===== config.mk =====
export PLATFORM = sky130hd
export DESIGN_NAME = hsv_to_rgb_led_levels_core
export DESIGN_NICKNAME = d
export VERILOG_FILES = /design/src/rtl/core/hrl_pkg.sv /design/src/rtl/core/hrl_hsv_front.sv /design/src/rtl/core/hrl_hsv_back.sv /design/src/rtl/core/hrl_levels.sv /design/src/rtl/core/hsv_to_rgb_led_levels_core.sv
export SDC_FILE = /design/constraint.sdc
export NUM_CORES = 2
export LEC_CHECK = 0
export BUFFER_PORTS_ARGS = -buffer_cell sky130_fd_sc_hd__buf_2
export CORE_UTILIZATION = 60
export DETAILED_ROUTE_END_ITERATION = 6
export HOLD_SLACK_MARGIN = 0.08
export PLACE_DENSITY_LB_ADDON = 0.15
export SLEW_MARGIN = 20
export SYNTH_ARGS = -nofsm -noshare
export SYNTH_HDL_FRONTEND = slang
export SYNTH_SLANG_ARGS = --single-unit

===== constraint.sdc =====
create_clock -name clk -period 7 [get_ports clk]
set_clock_uncertainty 0.2 [all_clocks]
set_input_delay 1.4 -clock clk [delete_from_list [all_inputs] [get_ports clk]]
set_output_delay 1.4 -clock clk [all_outputs]
set_load 0.02 [all_outputs]

===== src/rtl/core/hrl_pkg.sv =====
`default_nettype none

package hrl_pkg;

  // Opcode values of the command field.
  typedef enum logic {
    OP_DIRECT = 1'b0,
    OP_HSV    = 1'b1
  } hrl_op_t;

  // Configuration register indexes.
  localparam logic REG_CHANNEL_ENABLE = 1'b0;

  localparam logic [2:0] CHANNEL_ENABLE_RESET = 3'd7;

  // Clamp limits and fixed-point constants of the HSV path.
  localparam logic [8:0] HUE_MAX     = 9'd359;
  localparam logic [8:0] HUE_FULL    = 9'd360;
  localparam logic [8:0] SECTOR_SPAN = 9'd60;
  localparam logic [6:0] PCT_MAX     = 7'd100;

  // Reciprocals: floor(x/360) = (x*RECIP_360) >> 24 for x up to 36000,
  // floor(x/100) = (x*RECIP_100) >> 20 for x up to 10000.
  localparam logic [15:0] RECIP_360       = 16'd46604;
  localparam int          RECIP_360_SHIFT = 24;
  localparam logic [13:0] RECIP_100       = 14'd10486;
  localparam int          RECIP_100_SHIFT = 20;

  typedef struct packed {
    logic        opcode;
    logic [23:0] color_word;
    logic [8:0]  hue;
    logic [6:0]  saturation;
    logic [6:0]  brightness_value;
  } hrl_cmd_t;

  typedef struct packed {
    logic [23:0] color_out;
    logic [6:0]  red_level;
    logic [6:0]  green_level;
    logic [6:0]  blue_level;
    logic [2:0]  drive_mask;
  } hrl_result_t;

  // Hand-off from the front half of the HSV pipe to the back half.
  typedef struct packed {
    logic        valid;
    logic        opcode;
    logic [23:0] color_word;
    logic [2:0]  sector;
    logic [6:0]  v;
    logic [6:0]  p;
    logic [6:0]  a;
    logic [6:0]  b;
  } hrl_front_t;

  // Hand-off from the back half to the output stage.
  typedef struct packed {
    logic        valid;
    logic        opcode;
    logic [23:0] color_word;
    logic [23:0] hsv_color;
  } hrl_back_t;

  typedef logic [7:0] pct_tbl_t [128];
  typedef logic [6:0] lvl_tbl_t [256];

  function automatic pct_tbl_t build_pct_tbl();
    pct_tbl_t tbl;
    for (int i = 0; i < 128; i++) begin
      tbl[i] = 8'((i * 255) / 100);
    end
    return tbl;
  endfunction

  function automatic lvl_tbl_t build_lvl_tbl();
    lvl_tbl_t tbl;
    for (int i = 0; i < 256; i++) begin
      tbl[i] = 7'((i * 100) / 255);
    end
    return tbl;
  endfunction

  // Percent to byte (x*255/100) and byte to level (x*100/255).
  localparam pct_tbl_t PCT_TO_BYTE = build_pct_tbl();
  localparam lvl_tbl_t BYTE_TO_LEVEL = build_lvl_tbl();

endpackage

`default_nettype wire


===== src/rtl/core/hrl_hsv_front.sv =====
`default_nettype none

module hrl_hsv_front
  import hrl_pkg::*;
(
  input  wire logic     clk,
  input  wire logic     rst,
  input  wire logic     in_valid,
  input  wire hrl_cmd_t cmd,
  output hrl_front_t    front
);

  logic [8:0] hue_c;
  logic [6:0] sat_c;
  logic [6:0] val_c;
  logic [2:0] sector_c;
  logic [8:0] base_c;
  logic [5:0] diff_c;
  logic [8:0] rem_c;

  logic        s1_valid;
  logic        s1_opcode;
  logic [23:0] s1_color_word;
  logic [2:0]  s1_sector;
  logic [8:0]  s1_rem;
  logic [6:0]  s1_s;
  logic [6:0]  s1_v;

  logic        s2_valid;
  logic        s2_opcode;
  logic [23:0] s2_color_word;
  logic [2:0]  s2_sector;
  logic [6:0]  s2_v;
  logic [15:0] s2_prod_a;
  logic [15:0] s2_prod_b;
  logic [13:0] s2_pnum;

  logic [31:0] quot_a;
  logic [31:0] quot_b;
  logic [27:0] quot_p;

  // Clamp, then find the hue sector and the scaled remainder.
  always_comb begin
    hue_c = (cmd.hue > HUE_MAX) ? HUE_MAX : cmd.hue;
    sat_c = (cmd.saturation > PCT_MAX) ? PCT_MAX : cmd.saturation;
    val_c = (cmd.brightness_value > PCT_MAX) ? PCT_MAX : cmd.brightness_value;
    if (hue_c < SECTOR_SPAN) begin
      sector_c = 3'd0;
    end else if (hue_c < 9'(2 * SECTOR_SPAN)) begin
      sector_c = 3'd1;
    end else if (hue_c < 9'(3 * SECTOR_SPAN)) begin
      sector_c = 3'd2;
    end else if (hue_c < 9'(4 * SECTOR_SPAN)) begin
      sector_c = 3'd3;
    end else if (hue_c < 9'(5 * SECTOR_SPAN)) begin
      sector_c = 3'd4;
    end else begin
      sector_c = 3'd5;
    end
    base_c = 9'(sector_c * SECTOR_SPAN);
    diff_c = 6'(hue_c - base_c);
    rem_c  = 9'({diff_c, 2'b00}) + 9'({diff_c, 1'b0});
  end

  always_comb begin
    quot_a = 32'(s2_prod_a) * 32'(RECIP_360);
    quot_b = 32'(s2_prod_b) * 32'(RECIP_360);
    quot_p = 28'(s2_pnum) * 28'(RECIP_100);
  end

  // Only the valid bits are reset; the data registers simply follow them.
  always_ff @(posedge clk) begin
    if (rst) begin
      s1_valid    <= 1'b0;
      s2_valid    <= 1'b0;
      front.valid <= 1'b0;
    end else begin
      s1_valid    <= in_valid;
      s2_valid    <= s1_valid;
      front.valid <= s2_valid;
    end

    s1_opcode     <= cmd.opcode;
    s1_color_word <= cmd.color_word;
    s1_sector     <= sector_c;
    s1_rem        <= rem_c;
    s1_s          <= sat_c;
    s1_v          <= val_c;

    s2_opcode     <= s1_opcode;
    s2_color_word <= s1_color_word;
    s2_sector     <= s1_sector;
    s2_v          <= s1_v;
    s2_prod_a     <= 16'(s1_s) * 16'(s1_rem);
    s2_prod_b     <= 16'(s1_s) * 16'(HUE_FULL - s1_rem);
    s2_pnum       <= 14'(s1_v) * 14'(PCT_MAX - s1_s);

    front.opcode     <= s2_opcode;
    front.color_word <= s2_color_word;
    front.sector     <= s2_sector;
    front.v          <= s2_v;
    front.a          <= 7'(quot_a >> RECIP_360_SHIFT);
    front.b          <= 7'(quot_b >> RECIP_360_SHIFT);
    front.p          <= 7'(quot_p >> RECIP_100_SHIFT);
  end

endmodule

`default_nettype wire


===== src/rtl/core/hrl_hsv_back.sv =====
`default_nettype none

module hrl_hsv_back
  import hrl_pkg::*;
(
  input  wire logic       clk,
  input  wire logic       rst,
  input  wire hrl_front_t front,
  output hrl_back_t       back
);

  logic        s4_valid;
  logic        s4_opcode;
  logic [23:0] s4_color_word;
  logic [2:0]  s4_sector;
  logic [6:0]  s4_v;
  logic [6:0]  s4_p;
  logic [13:0] s4_qnum;
  logic [13:0] s4_tnum;

  logic        s5_valid;
  logic        s5_opcode;
  logic [23:0] s5_color_word;
  logic [2:0]  s5_sector;
  logic [6:0]  s5_v;
  logic [6:0]  s5_p;
  logic [6:0]  s5_q;
  logic [6:0]  s5_t;

  logic [27:0] quot_q;
  logic [27:0] quot_t;
  logic [7:0]  vs_c;
  logic [7:0]  pb_c;
  logic [7:0]  qb_c;
  logic [7:0]  tb_c;
  logic [23:0] rgb_c;

  always_comb begin
    quot_q = 28'(s4_qnum) * 28'(RECIP_100);
    quot_t = 28'(s4_tnum) * 28'(RECIP_100);
  end

  // Scale the percent terms to bytes and place them by hue sector.
  always_comb begin
    vs_c = PCT_TO_BYTE[s5_v];
    pb_c = PCT_TO_BYTE[s5_p];
    qb_c = PCT_TO_BYTE[s5_q];
    tb_c = PCT_TO_BYTE[s5_t];
    case (s5_sector)
      3'd0:    rgb_c = {vs_c, tb_c, pb_c};
      3'd1:    rgb_c = {qb_c, vs_c, pb_c};
      3'd2:    rgb_c = {pb_c, vs_c, tb_c};
      3'd3:    rgb_c = {pb_c, qb_c, vs_c};
      3'd4:    rgb_c = {tb_c, pb_c, vs_c};
      default: rgb_c = {vs_c, pb_c, qb_c};
    endcase
  end

  // Only the valid bits are reset; the data registers simply follow them.
  always_ff @(posedge clk) begin
    if (rst) begin
      s4_valid   <= 1'b0;
      s5_valid   <= 1'b0;
      back.valid <= 1'b0;
    end else begin
      s4_valid   <= front.valid;
      s5_valid   <= s4_valid;
      back.valid <= s5_valid;
    end

    s4_opcode     <= front.opcode;
    s4_color_word <= front.color_word;
    s4_sector     <= front.sector;
    s4_v          <= front.v;
    s4_p          <= front.p;
    s4_qnum       <= 14'(front.v) * 14'(PCT_MAX - front.a);
    s4_tnum       <= 14'(front.v) * 14'(PCT_MAX - front.b);

    s5_opcode     <= s4_opcode;
    s5_color_word <= s4_color_word;
    s5_sector     <= s4_sector;
    s5_v          <= s4_v;
    s5_p          <= s4_p;
    s5_q          <= 7'(quot_q >> RECIP_100_SHIFT);
    s5_t          <= 7'(quot_t >> RECIP_100_SHIFT);

    back.opcode     <= s5_opcode;
    back.color_word <= s5_color_word;
    back.hsv_color  <= rgb_c;
  end

endmodule

`default_nettype wire


===== src/rtl/core/hrl_levels.sv =====
`default_nettype none

module hrl_levels
  import hrl_pkg::*;
(
  input  wire logic       clk,
  input  wire logic       rst,
  input  wire hrl_back_t  back,
  input  wire logic [2:0] channel_enable,
  output logic            done,
  output hrl_result_t     result
);

  logic [23:0] color_c;

  // The selected color becomes the current color of the block.
  always_comb begin
    color_c = (back.opcode == OP_HSV) ? back.hsv_color : back.color_word;
  end

  always_ff @(posedge clk) begin
    if (rst) begin
      done <= 1'b0;
    end else begin
      done <= back.valid;
    end
  end

  always_ff @(posedge clk) begin
    result.color_out   <= color_c;
    result.red_level   <= BYTE_TO_LEVEL[color_c[23:16]];
    result.green_level <= BYTE_TO_LEVEL[color_c[15:8]];
    result.blue_level  <= BYTE_TO_LEVEL[color_c[7:0]];
    result.drive_mask  <= channel_enable;
  end

endmodule

`default_nettype wire


===== src/rtl/core/hsv_to_rgb_led_levels_core.sv =====
// Color setter for a three-channel LED.
// A command transaction is accepted at a rising edge where start is high and
// busy is low. The command either loads an RGB888 color word directly or gives
// hue, saturation and value, which are clamped and converted with integer
// percent arithmetic. Every command produces exactly one result transaction.
// The result carries the new color, three channel levels (byte*100/255) and
// the mask of driven channels taken from the channel_enable register.
// done is high for one cycle once a command has passed the seven register stages
// of the pipe (sector split, products,
// reciprocal divides, two more product and divide stages, byte scaling, and
// the output register). Throughput is one command per cycle; busy stays low.
// The receiver cannot stall: each result is shown for exactly one cycle.
// Reset is synchronous and active high; it empties the pipe (no done strobe
// until a new command arrives) and sets channel_enable to all channels.
// channel_enable sits at byte address 0 of the APB port; pready is always high
// and a write takes effect at the access edge.
`default_nettype none

module hsv_to_rgb_led_levels_core
  import hrl_pkg::*;
(
  input  wire logic        clk,
  input  wire logic        rst,
  input  wire logic        start,
  output logic             busy,
  input  wire hrl_cmd_t    cmd,
  output logic             done,
  output hrl_result_t      result,
  input  wire logic        psel,
  input  wire logic        penable,
  input  wire logic        pwrite,
  input  wire logic [2:0]  paddr,
  input  wire logic [31:0] pwdata,
  output logic [31:0]      prdata,
  output logic             pready
);

  logic [2:0] channel_enable;
  logic       cfg_write;
  logic       in_valid;
  hrl_front_t front;
  hrl_back_t  back;

  // The pipe takes a command every cycle, so it never reports busy.
  assign busy     = 1'b0;
  assign pready   = 1'b1;
  assign in_valid = start & ~busy;

  assign cfg_write = psel & penable & pwrite & pready;

  always_ff @(posedge clk) begin
    if (rst) begin
      channel_enable <= CHANNEL_ENABLE_RESET;
    end else if (cfg_write && paddr[2] == REG_CHANNEL_ENABLE) begin
      channel_enable <= pwdata[2:0];
    end
  end

  // Only the single register decodes, on paddr[2] alone; addresses with paddr[2] set read as zero.
  always_comb begin
    if (paddr[2] == REG_CHANNEL_ENABLE) begin
      prdata = {29'd0, channel_enable};
    end else begin
      prdata = 32'd0;
    end
  end

  hrl_hsv_front u_front (
    .clk      (clk),
    .rst      (rst),
    .in_valid (in_valid),
    .cmd      (cmd),
    .front    (front)
  );

  hrl_hsv_back u_back (
    .clk   (clk),
    .rst   (rst),
    .front (front),
    .back  (back)
  );

  hrl_levels u_levels (
    .clk            (clk),
    .rst            (rst),
    .back           (back),
    .channel_enable (channel_enable),
    .done           (done),
    .result         (result)
  );

endmodule

`default_nettype wire


==> results.json <==
{
  "synth-compound-area-share": 0.1299,
  "grt_pass1_vias": 31951,
  "nFillCells": 6059,
  "routed_wirelength_um": 89130,
  "die-area_um2": 74890,
  "grt.overflow.total": 0,
  "vias_per_cell": 5.556,
  "route.detailed.drc": 4,
  "layout_common_cells": "833 x inv_1, 675 x ha_1, 477 x fa_1",
  "synth.distinct_cells": 83,
  "start_util": 0.6069,
  "timing.fmax_mhz": 178.6,
  "ys_seq_area_frac": 0.1885,
  "clock_latency_ns": 0.59,
  "holdBufCountCts": 0,
  "hp-class": "reg2reg",
  "antenna_cells": 0,
  "drive_gt1_frac": 0.06046,
  "root_buffer": "clkbuf_16",
  "syn2layout_area_growth_pct": 5.457,
  "path_class": "reg2reg",
  "critPathCaptureType": "flop",
  "dieHeight_um": 273.7,
  "grt_max_degree": 55,
  "grt_pass1_wl_um": 152100,
  "r2r_slack_ns": 1.40,
  "synthSimpleGateAreaFrac": 0.1049,
  "final-seq-area_um2": 8351,
  "slew-limit-headroom": 0.2653,
  "finalSetupViolCount": 0,
  "finalNonFillerCells": 5822,
  "io_buffers": 109,
  "ant_nets": 0,
  "synth_edf_count": 0,
  "cp_max_fo": 7,
  "syn_avg_cell_area_um2": 9.113,
  "slew_violations": 0,
  "hold_viol": 0,
  "clock_path_buffers": 3,
  "grt_usage": 0.2424,
  "io_pins": 172,
  "met1Wirelength_um": 39540,
  "cts_num_sinks": 417,
  "status": "finished with violations",
  "synth_fa_ha_area_frac": 0.4064,
  "synth_top_family_by_area": "adder cells",
  "place_congestion": 0.8986,
  "arrival_ns": 5.84,
  "wl_met2_um": 44430,
  "cts-resized-gates": 0,
  "syn-instance-count": 4859,
  "fp.dieW_um": 273.7,
  "ys_warn_count": 0,
  "drt_iter0_drc": 2709,
  "routed.top_layer": "met4",
  "numPlacedInstances": 5740,
  "cts_tree": "built",
  "async_flop_share": 0,
  "synth-xor-area-share": 0.03956,
  "worst_pin_slew_ns": 1.071,
  "violations": "design-rule violations",
  "antenna_found_initial": 0,
  "core_um2": 72960,
  "dr.pass1.iters": 7,
  "drv_cap": 0,
  "final_common_cell": "inv_1",
  "hpwl_um": 69790,
  "synth_mux_area_frac": 0.03154,
  "syn_area_um2": 44280,
  "cts_buffers": 46,
  "timing.setup.tns_ns": 0,
  "ys.flop_type": "dfxtp_1",
  "drt-wirelength-per-cell_um": 15.31,
  "final_nets": 6070,
  "rsz0062_at_grt": "false",
  "post_cts_buffers": 0,
  "crit_path_start_kind": "flop",
  "period_needed_ns": 5.601,
  "crit_required_ns": 7.24,
  "wl_met3_um": 3458,
  "post-route-period-util": 0.8001,
  "multiInputGateArea_um2": 31670,
  "h-tree-depth": 2,
  "routed-via-count": 32348,
  "rows": 99,
  "clkTransAtPathRegs_ns": 0.06,
  "synth_seq_cells": 417
}
critical path: stages, from the launching register on:
cell	delay (ns)
dfxtp_1	0.47
inv_1	0.13
ha_1	0.23
inv_1	0.06
a21oi_1	0.09
nand3b_1	0.22
xnor2_1	0.55
nand2_1	0.18
fa_1	0.59
fa_1	0.43
fa_1	0.50
inv_1	0.05
fa_1	0.44
ha_1	0.35
and2_1	0.19
o21ai_0	0.13
o21ai_0	0.15
o41ai_1	0.38
xnor2_1	0.13
kinds of logic (layout without fill, tap and decap cells):
group / Yosys count / after routing
compound gates: 890 / 890
xor+xnor: 200 / 200
fa+ha+maj: 1152 / 1152
simple gates: 1000 / 1000
buf+inv: 1097 / 1072
other cells: 2 / 31
mux: 101 / 101
flops: 417 / 417
sequential cells by signal, indices dropped and copies added (netlist names), 8 cells and up:
signal and cells:
u_levels.result 48, u_front.s2_prod_b 14, u_front.s2_pnum 14, u_front.s1_color_word 24, u_back.s4_qnum 14, u_front.s1_rem 8
u_back.back 50, u_front.s2_prod_a 15, u_back.s4_tnum 14, u_front.front 57, u_front.s2_color_word 24, u_back.s4_color_word 24
u_back.s5_color_word 24
area by class of cell:
cell class	instances	area share
multi-input cells	3374	0.6783
flip-flops and latches	417	0.1788
inverters	853	0.06857
clock buffers	56	0.02653
well taps	959	0.02570
repair buffers	137	0.01618
clock inverters	26	0.005895
per-layer routing:
layer	global-route usage	vias to the layer above
met5	0	-
met4	0.05675	0
met3	0.02096	119
met2	0.4300	749
met1	0.3184	15541
li1	-	15939
final timing paths:
| check | cells after the start | startpoint | to |
|---|---|---|---|
| worst max-delay path | 18 | u_front.s1_rem[2] | u_front.s2_prod_b[15] |
| worst max register to register | 18 | u_front.s1_rem[2] | u_front.s2_prod_b[15] |
| worst min-delay path | 0 | u_back.s4_v[3] | u_back.s5_v[3] |
| worst min register to register | 0 | u_back.s4_v[3] | u_back.s5_v[3] |
stage by stage:
stage               utilization  hold slack [ns]  cell area [µm²]  setup WS, ns
global placement         0.6192           0.1098            45180         1.518
finish                   0.6400           0.1057            46690         1.399
floorplan                     -           0.1096            44390         1.958
detailed placement       0.6192           0.1121            45180         1.429
global route             0.6400           0.1139            46690         1.044
CTS                      0.6399           0.1019            46690         1.400
synth_stat cells, drive strengths merged (18+ instances only):
library cell,number,area [µm²]
fa,477,9549
o211ai,57,427.9
inv,848,3183
dfxtp,417,8348
a211o,18,157.7
mux2i,74,855.8
a211oi,56,420.4
o21ai,213,1066
nand2,381,1430
nand2b,24,150.1
xor2,47,411.6
a21oi,236,1185
buf,124,729.4
o22ai,19,118.9
a21o,40,300.3
o311ai,18,157.7
nor2b,47,294.0
clkbuf,120,450.4
xnor2,153,1340
mux4,21,473.0
nand3,53,265.3
ha,675,8446
nor3,60,300.3
a31oi,33,206.5
o31ai,23,172.7
a221oi,20,175.2
nor2,230,885.8
and2,129,807.0
Power is left out: the tool's default activity adds up to more than one toggle a clock period on the data nets, which glitch-free logic cannot reach.
